`src/utfe_pkg.sv`:
```
// Shared types for the UTF-16 to UTF-8 encoder.
package utfe_pkg;

  localparam int unsigned MaxBytes = 6;
  localparam int unsigned CntW     = 3;

  typedef struct packed {
    logic [MaxBytes-1:0][7:0] bytes;  // bytes[0] goes out first
    logic [CntW-1:0]          count;  // 1..MaxBytes
    logic                     term;   // last byte is the zero terminator
  } entry_t;

  typedef struct packed {
    logic valid;
    logic ready;
  } hs_t;

endpackage

```
`src/utf16_to_utf8_encoder.sv`:
```
// A request is first written into the queue; its first byte is then loaded into the output register.
// The back end sends one output byte per cycle while out_ready_i is high; a unit's bytes go out in order.
// The input is taken whenever the request queue (QueueDepth entries) has room, so a
// held high surrogate pushes no request and input runs ahead of the byte stream.
// Reset (async, active low) empties the queue and output and drops any held surrogate.
module utf16_to_utf8_encoder #(
  parameter int unsigned QueueDepth = 2
) (
  input  logic        clk_i,
  input  logic        rst_ni,
  input  logic        in_valid_i,
  output logic        in_ready_o,
  input  logic [15:0] code_unit_i,
  output logic        out_valid_o,
  input  logic        out_ready_i,
  output logic [7:0]  utf8_byte_o,
  output logic        last_of_run_o,
  output logic        string_end_o
);
  import utfe_pkg::*;

  hs_t    push;
  entry_t wr_entry, rd_entry;
  logic   full_n, q_valid, q_pop;

  utfe_front u_front (
    .clk_i        (clk_i),
    .rst_ni       (rst_ni),
    .in_valid_i   (in_valid_i),
    .in_ready_o   (in_ready_o),
    .code_unit_i  (code_unit_i),
    .push_o       (push),
    .push_ready_i (full_n),
    .entry_o      (wr_entry)
  );

  utfe_fifo #(
    .Depth (QueueDepth)
  ) u_fifo (
    .clk_i      (clk_i),
    .rst_ni     (rst_ni),
    .push_i     (push),
    .wr_entry_i (wr_entry),
    .full_n_o   (full_n),
    .valid_o    (q_valid),
    .pop_i      (q_pop),
    .rd_entry_o (rd_entry)
  );

  utfe_back u_back (
    .clk_i         (clk_i),
    .rst_ni        (rst_ni),
    .q_valid_i     (q_valid),
    .q_entry_i     (rd_entry),
    .q_pop_o       (q_pop),
    .out_valid_o   (out_valid_o),
    .out_ready_i   (out_ready_i),
    .utf8_byte_o   (utf8_byte_o),
    .last_of_run_o (last_of_run_o),
    .string_end_o  (string_end_o)
  );

endmodule

```
`src/utfe_front.sv`:
```
// Front end: accepts code units, pairs surrogates and builds the byte list of each request.
module utfe_front (
  input  logic            clk_i,
  input  logic            rst_ni,
  input  logic            in_valid_i,
  output logic            in_ready_o,
  input  logic [15:0]     code_unit_i,
  output utfe_pkg::hs_t   push_o,
  input  logic            push_ready_i,
  output utfe_pkg::entry_t entry_o
);
  import utfe_pkg::*;

  logic [9:0]  held_high_q, held_high_d;
  logic        held_valid_q, held_valid_d;
  logic        accept;
  logic        is_high, is_low;
  logic [10:0] plane;
  logic [20:0] cp;
  logic [2:0][7:0] main_b, flush_b;
  logic [CntW-1:0] main_cnt;
  logic        main_term;
  logic [15:0] held_unit;

  function automatic logic [2:0][7:0] three_bytes(input logic [15:0] u);
    logic [2:0][7:0] r;
    r[0] = {4'hE, u[15:12]};
    r[1] = {2'b10, u[11:6]};
    r[2] = {2'b10, u[5:0]};
    return r;
  endfunction

  assign accept    = in_valid_i && in_ready_o;
  assign in_ready_o = push_ready_i;
  assign is_high   = code_unit_i[15:10] == 6'b110110;
  assign is_low    = code_unit_i[15:10] == 6'b110111;
  assign held_unit = {6'b110110, held_high_q};
  assign plane     = {1'b0, held_high_q} + 11'h040;
  assign cp        = {plane, code_unit_i[9:0]};
  assign flush_b   = three_bytes(held_unit);

  always_comb begin
    main_b    = '0;
    main_cnt  = '0;
    main_term = 1'b0;
    if (code_unit_i == 16'h0000) begin
      main_cnt  = CntW'(1);
      main_term = 1'b1;
    end else if (code_unit_i[15:7] == '0) begin
      main_b[0] = code_unit_i[7:0];
      main_cnt  = CntW'(1);
    end else if (code_unit_i[15:11] == '0) begin
      main_b[0] = {3'b110, code_unit_i[10:6]};
      main_b[1] = {2'b10, code_unit_i[5:0]};
      main_cnt  = CntW'(2);
    end else if (!is_high) begin
      main_b   = three_bytes(code_unit_i);
      main_cnt = CntW'(3);
    end
  end

  always_comb begin
    entry_o      = '0;
    held_high_d  = held_high_q;
    held_valid_d = held_valid_q;
    if (held_valid_q && is_low) begin
      entry_o.bytes[0] = {5'b11110, cp[20:18]};
      entry_o.bytes[1] = {2'b10, cp[17:12]};
      entry_o.bytes[2] = {2'b10, cp[11:6]};
      entry_o.bytes[3] = {2'b10, cp[5:0]};
      entry_o.count    = CntW'(4);
    end else if (held_valid_q) begin
      entry_o.bytes[2:0] = flush_b;
      entry_o.bytes[5:3] = main_b;
      entry_o.count      = main_cnt + CntW'(3);
      entry_o.term       = main_term;
    end else begin
      entry_o.bytes[2:0] = main_b;
      entry_o.count      = main_cnt;
      entry_o.term       = main_term;
    end
    if (accept) begin
      if (held_valid_q && is_low) begin
        held_valid_d = 1'b0;
        held_high_d  = '0;
      end else if (is_high) begin
        held_valid_d = 1'b1;
        held_high_d  = code_unit_i[9:0];
      end else begin
        held_valid_d = 1'b0;
        held_high_d  = '0;
      end
    end
  end

  assign push_o.valid = accept && (entry_o.count != '0);
  assign push_o.ready = push_ready_i;

  always_ff @(posedge clk_i or negedge rst_ni) begin
    if (!rst_ni) begin
      held_high_q  <= '0;
      held_valid_q <= 1'b0;
    end else begin
      held_high_q  <= held_high_d;
      held_valid_q <= held_valid_d;
    end
  end

endmodule

```
`src/utfe_fifo.sv`:
```
// Short request queue between the front and back ends.
module utfe_fifo #(
  parameter int unsigned Depth = 2
) (
  input  logic             clk_i,
  input  logic             rst_ni,
  input  utfe_pkg::hs_t    push_i,
  input  utfe_pkg::entry_t wr_entry_i,
  output logic             full_n_o,
  output logic             valid_o,
  input  logic             pop_i,
  output utfe_pkg::entry_t rd_entry_o
);
  import utfe_pkg::*;

  localparam int unsigned PtrW = (Depth > 1) ? $clog2(Depth) : 1;
  localparam int unsigned LvlW = $clog2(Depth + 1);

  entry_t          mem_q [Depth];
  logic [PtrW-1:0] wr_ptr_q, wr_ptr_d, rd_ptr_q, rd_ptr_d;
  logic [LvlW-1:0] level_q, level_d;
  logic            do_push, do_pop;

  assign full_n_o   = level_q != LvlW'(Depth);
  assign valid_o    = level_q != '0;
  assign do_push    = push_i.valid && full_n_o;
  assign do_pop     = pop_i && valid_o;
  assign rd_entry_o = mem_q[rd_ptr_q];

  always_comb begin
    wr_ptr_d = wr_ptr_q;
    rd_ptr_d = rd_ptr_q;
    level_d  = level_q;
    if (do_push) begin
      wr_ptr_d = (wr_ptr_q == PtrW'(Depth - 1)) ? '0 : wr_ptr_q + PtrW'(1);
    end
    if (do_pop) begin
      rd_ptr_d = (rd_ptr_q == PtrW'(Depth - 1)) ? '0 : rd_ptr_q + PtrW'(1);
    end
    if (do_push && !do_pop) begin
      level_d = level_q + LvlW'(1);
    end else if (do_pop && !do_push) begin
      level_d = level_q - LvlW'(1);
    end
  end

  always_ff @(posedge clk_i or negedge rst_ni) begin
    if (!rst_ni) begin
      wr_ptr_q <= '0;
      rd_ptr_q <= '0;
      level_q  <= '0;
    end else begin
      wr_ptr_q <= wr_ptr_d;
      rd_ptr_q <= rd_ptr_d;
      level_q  <= level_d;
    end
  end

  always_ff @(posedge clk_i) begin
    if (do_push) begin
      mem_q[wr_ptr_q] <= wr_entry_i;
    end
  end

endmodule

```
`src/utfe_back.sv`:
```
// Back end: streams the bytes of each queued request through the output register.
module utfe_back (
  input  logic             clk_i,
  input  logic             rst_ni,
  input  logic             q_valid_i,
  input  utfe_pkg::entry_t q_entry_i,
  output logic             q_pop_o,
  output logic             out_valid_o,
  input  logic             out_ready_i,
  output logic [7:0]       utf8_byte_o,
  output logic             last_of_run_o,
  output logic             string_end_o
);
  import utfe_pkg::*;

  logic [CntW-1:0] idx_q, idx_d;
  logic            valid_q, valid_d;
  logic [7:0]      byte_q, byte_d;
  logic            last_q, last_d, end_q, end_d;
  logic            load, is_last;

  assign load    = q_valid_i && (!valid_q || out_ready_i);
  assign is_last = idx_q == (q_entry_i.count - CntW'(1));
  assign q_pop_o = load && is_last;

  always_comb begin
    idx_d   = idx_q;
    valid_d = valid_q && !out_ready_i;
    byte_d  = byte_q;
    last_d  = last_q;
    end_d   = end_q;
    if (load) begin
      valid_d = 1'b1;
      byte_d  = q_entry_i.bytes[idx_q];
      last_d  = is_last;
      end_d   = is_last && q_entry_i.term;
      idx_d   = is_last ? '0 : idx_q + CntW'(1);
    end
  end

  always_ff @(posedge clk_i or negedge rst_ni) begin
    if (!rst_ni) begin
      idx_q   <= '0;
      valid_q <= 1'b0;
    end else begin
      idx_q   <= idx_d;
      valid_q <= valid_d;
    end
  end

  always_ff @(posedge clk_i) begin
    byte_q <= byte_d;
    last_q <= last_d;
    end_q  <= end_d;
  end

  assign out_valid_o   = valid_q;
  assign utf8_byte_o   = byte_q;
  assign last_of_run_o = last_q;
  assign string_end_o  = end_q;

endmodule

```
`config.mk`:
```
export PLATFORM = sky130hd
export DESIGN_NAME = utf16_to_utf8_encoder
export DESIGN_NICKNAME = d
export VERILOG_FILES = /design/src/utfe_pkg.sv /design/src/utf16_to_utf8_encoder.sv /design/src/utfe_front.sv /design/src/utfe_fifo.sv /design/src/utfe_back.sv
export SDC_FILE = /design/constraint.sdc
export NUM_CORES = 1
export LEC_CHECK = 0
export ABC_AREA = 1
export BUFFER_PORTS_ARGS = -buffer_cell sky130_fd_sc_hd__buf_2
export CAP_MARGIN = 20
export CORE_ASPECT_RATIO = 1.2
export CORE_MARGIN = 2
export CORE_UTILIZATION = 56
export DETAILED_ROUTE_END_ITERATION = 8
export HOLD_SLACK_MARGIN = 0.15
export PLACE_DENSITY = 0.77
export SLEW_MARGIN = 20
export SYNTH_ARGS = -nofsm -noshare
export SYNTH_HDL_FRONTEND = slang
export SYNTH_HIERARCHICAL = 1
export SYNTH_SLANG_ARGS = --single-unit
export TNS_END_PERCENT = 20
```
`constraint.sdc`:
```
create_clock -name clk_i -period 4 [get_ports clk_i]
set_input_delay 0.2 -clock clk_i [delete_from_list [all_inputs] [get_ports clk_i]]
set_output_delay 0.2 -clock clk_i [all_outputs]
set_load 0.05 [all_outputs]
```
# Word-level counts from Yosys, hierarchy flattened
# Memories as Yosys holds them, arrays and structs flattened.
# Cells that the tools add are included.
# W data, S select, Z words.
word_totals:
  register_bits: 29
  ramBits: 104
  in_bits: 20
  out_inout_bits: 12
  mem_count: 1
op_classes:
  add_sub_neg: 8
  order_cmp: 1
  n_eq_ne: 4
  n_mux: 33
  n_reduce_logical: 22
memory_table:
  columns: ["name", "depth", "word_bits", "rd", "rd_clocked_by_memory_dff", "write_ports", "line", "text"]
  rows:
  - ["u_fifo.mem_q", 2, 52, 1, 0, 1, "utfe_fifo.sv:19", "entry_t mem_q [Depth];"]
ops:
  columns: ["operator", "count"]
  rows:
  - ["$mux W24", 6]
  - ["$mux W16", 3]
  - ["$mux W35", 1]
  - ["$mux W28", 1]
  - ["$bmux W8 S3", 1]
  - ["$mux W8", 3]
  - ["$mux W10", 2]
  - ["$logic_not A16 Y1", 1]
  - ["$eq A6 B6 Y1 const B", 2]
  - ["$add A10 B7 Y11 const B", 1]
  - ["$logic_and A1 B1 Y1", 11]
  - ["$logic_not A9 Y1", 1]
  - ["$mux W1", 9]
  - ["$mux W3", 3]
  - ["$mux W2", 4]
  - ["$logic_not A5 Y1", 1]
  - ["$logic_not A1 Y1", 4]
  - ["$lt A3 B4 Y1 const B", 1]
  - ["$reduce_bool A2 Y1", 2]
  - ["$add A3 B1 Y3 const B", 1]
  - ["$add A3 B2 Y3 const B", 1]
  - ["$eq A3 B3 Y1", 1]
  - ["$reduce_bool A3 Y1", 1]
  - ["$sub A3 B1 Y3 const B", 1]
  - ["other kinds (5)", 6]

# Depth between registers and ports, before layout
depth:
  ltp_word: 17
  depth_mapped: 23

# Cells and area by module
# The synthesis kept the hierarchy.
by_module_without_submodules:
  columns: ["mod", "instances", "cells_per_inst", "area_per_inst_um2", "seq_area_each_um2"]
  rows:
  - ["utfe_fifo", 1, 300, 4038.9, 3223.1]
  - ["utfe_front", 1, 220, 1371.3, 275.3]
  - ["utfe_back", 1, 162, 1079.8, 400.4]

# Worst setup path before layout
# Ideal clock, no wire load.
synth_timing:
  kind: "input to register"
  startpoint: "input code_unit_i[12]"
  endpoint: "memory u_fifo/mem_q[0][0] in the netlist's numbering (enable)"
  setup_ns: 0.462
  t_arrival_ns: 3.787
  required_time_ns: 3.538
  slack_ns: -0.249
  path_stages: 16
  path_buffers: 0
  cell_sequence: "nor2_2 -> nand2_2 -> nor2_4 -> nand2_4 -> nand2_2 -> inv_1 -> ha_1 -> nand2_1 -> inv_1 -> nor2_1 -> nand2_1 -> nand3_1 -> nand2_1 -> inv_1 -> nand2_2 -> nor2_1"
synth_lines:
  columns: ["item", "line", "text"]
  rows:
  - ["start, declared", "utf16_to_utf8_encoder.sv:13", "input logic [15:0] code_unit_i,"]
  - ["end, declared", "utfe_fifo.sv:19", null]

==> impl_metrics.ini <==
[outcome]
status = complete, no violations

[placed_design]
dpl_cell_area_sq_um = 6690
port_buffers = 31
dp_cells = 846
hpwl_mm = 9.66
dp_slack_ns = 1.17
globalplace.congestion = 0.907

[cells_and_area]
layout-drive-gt1-share_pct = 14.9
area_delta_synth_final_pct = 12.9
antenna_cells = 0
stdcell_count = 883
fin_util_pct = 64.1
fin_area_sq_um = 7320
fillers = 908
final_nets = 738

[drt]
drc = 0
first_iter_violations = 417
vias = 4809
ant_nets = 0
avgViaCountPerCell = 5.45
routedWlPerCell_um = 16.7
wl_mm = 14.8
first_pass_iters = 5

[global_route]
track_usage_pct = 25.1
grt_pass1_vias = 4680
grt_overflow_total = 0
grt_max_degree = 53
antenna_found_initial = 0
grt_pass1_wl_mm = 23.1

[worst_setup_path]
crit_path_end = u_fifo/mem_q[1][15]$_DFFE_PP_
worstPathMaxFanout = 52
r2r-start = u_fifo/rd_ptr_q$_DFFE_PN0P_
crit_path_start_kind = primary input
required_ns = 4.08
endpoint_kind = register
crit_type = primary input to register
cp.arrival_ns = 3.07
path_cells = dlygate4sd3_1 -> buf_2 -> inv_1 -> nand2_1 -> nor2_2 -> nand2_4 -> nand2_2 -> inv_1 -> ha_1 -> nand2_1 -> inv_1 -> nor2_1 -> nand2_1 -> nand3_1 -> nand2_1 -> inv_1 -> nand2_2 -> nor2_4 -> buf_12
r2r_slack_ns = 1.25
slowest_stage = dlygate4sd3_1
reg2reg_depth = 15
max_stage_delay_ns = 0.54
rr_endpoint = u_fifo/level_q[1]$_DFFE_PN0P_
critPathLaunch = code_unit_i[9]

[sta]
rsz0062_at_grt = false
finalSetupViolations = 0
drv_slew = 0
setup_ws_ns = 1.01
period_share_pct = 74.8
period_minus_slack_ns = 2.99
relSlewSlack_pct = 41.1
hold_viol = 0
totalNegativeSetupSlack_ns = 0
fin_skew_ns = 0.00748
fmax_mhz = 334
worstMarginPinSlew_ns = 0.881
hold_slack_ns = 0.208

[clock_network]
cts_root_buf = clkbuf_16
clock_latency_ns = 0.41
cts_buffer_depth = 2
tritoncts = built
cts_num_sinks = 133
path_clk_slew_ns = 0.06
cts-buffers-inserted = 17
cts_resized = 0
h-tree-depth = 4

[synthesis]
synth_cells = 681
synthesis.area_sq_um = 6480
avgSynthCellArea_sq_um = 9.52
yosysWarnings = 6

[floorplan]
num_rows = 43
floorplan.initialDensity_pct = 56.8
pin_count = 32
die_w_um = 102
fp.dieH_um = 122
core_sq_um = 11400
die_area_sq_um = 12500

[hold_path]
hold_class = primary input to register

[job]
cap_violations = 0

[pwr]
ir_drop_uv = 410
leakage_nw = 3.19
powerDensity_nw_per_um2 = 736
p_total_mw = 5.39
## cell usage in the layout, fill, tap and decap left out, types with 2 or more instances in the layout
cell type and count:
o22ai_1 20, o21ai_0 12, inv_6 5, inv_1 55, clkinv_2 3, dlygate4sd3_1 5
nand4_1 5, o221ai_1 6, nand2_4 2, xor2_1 3, buf_4 5, bufinv_16 2
buf_2 31, nor3_1 5, nand2_1 247, clkinvlp_4 3, o21ai_2 8, clkbuf_16 17
a21oi_1 7, conb_1 4, clkinv_4 2, nand2_2 6, inv_2 10, o21a_1 8
nor2_1 59, nor2_2 6, edfxtp_1 114, nand3_1 18, buf_12 2, o21ai_1 22
nor2_4 3, ha_1 5, dfrtp_1 19
## state kept, by name, indices dropped and copies added, names as in the netlist
register and cells:
u_back/idx_q 3, u_back/last_of_run_o 1, u_back/out_valid_o 1, u_back/string_end_o 1
u_back/utf8_byte_o 8, u_fifo/level_q 2, u_fifo/mem_q 104, u_fifo/rd_ptr_q 1
u_fifo/wr_ptr_q 1, u_front/held_high_q 10, u_front/held_valid_q 1
## worst max-delay path: cells and delay by family
family	cells	cell delay, ns
simple gates	11	1.31
buf+inv	7	1.23
fa+ha+maj	1	0.28
## per-layer routing
layer	track usage [%]	routed length, um
met5	0	0
met4	14.6	571
met3	5.11	1010
met1	31.7	5770
met2	39.9	7430
## worst min-delay path by stage
stage                        start                                 end  slack (ns)  cells after the start
floorplan                   rst_ni         u_back/idx_q[0]$_DFFE_PN0P_        -0.1                      0
global placement            rst_ni         u_fifo/rd_ptr_q$_DFFE_PN0P_        0.18                      1
detailed placement          rst_ni       u_fifo/level_q[1]$_DFFE_PN0P_        0.19                      1
CTS                 code_unit_i[6]  u_front/held_high_q[6]$_DFFE_PN0P_        0.17                      3
global route        code_unit_i[6]  u_front/held_high_q[6]$_DFFE_PN0P_        0.20                      3
finish              code_unit_i[5]        u_fifo/mem_q[0][9]$_DFFE_PP_        0.21                      3
## timing repair
action                                 CTS  global route
buffers inserted                         0             0
hold buffers                             5             0
endpoints found under the hold margin   23             0
## final cells by class
type	count	area (sq um)	share of cell area, %
flip-flops and latches	133	3900	53.3
multi-input cells	452	2110	28.8
well taps	157	196	2.69
clock inverters	15	154	2.10
repair buffers	43	283	3.87
inverters	66	253	3.45
clock buffers	17	425	5.81
## power by group
part / internal, mW / leakage, nW / switching, mW
Combinational: 0.489 / 1.62 / 1.32
Clock: 0.919 / 0.278 / 0.582
Sequential: 1.94 / 1.30 / 0.139
Power figures use the tool's default switching activity.
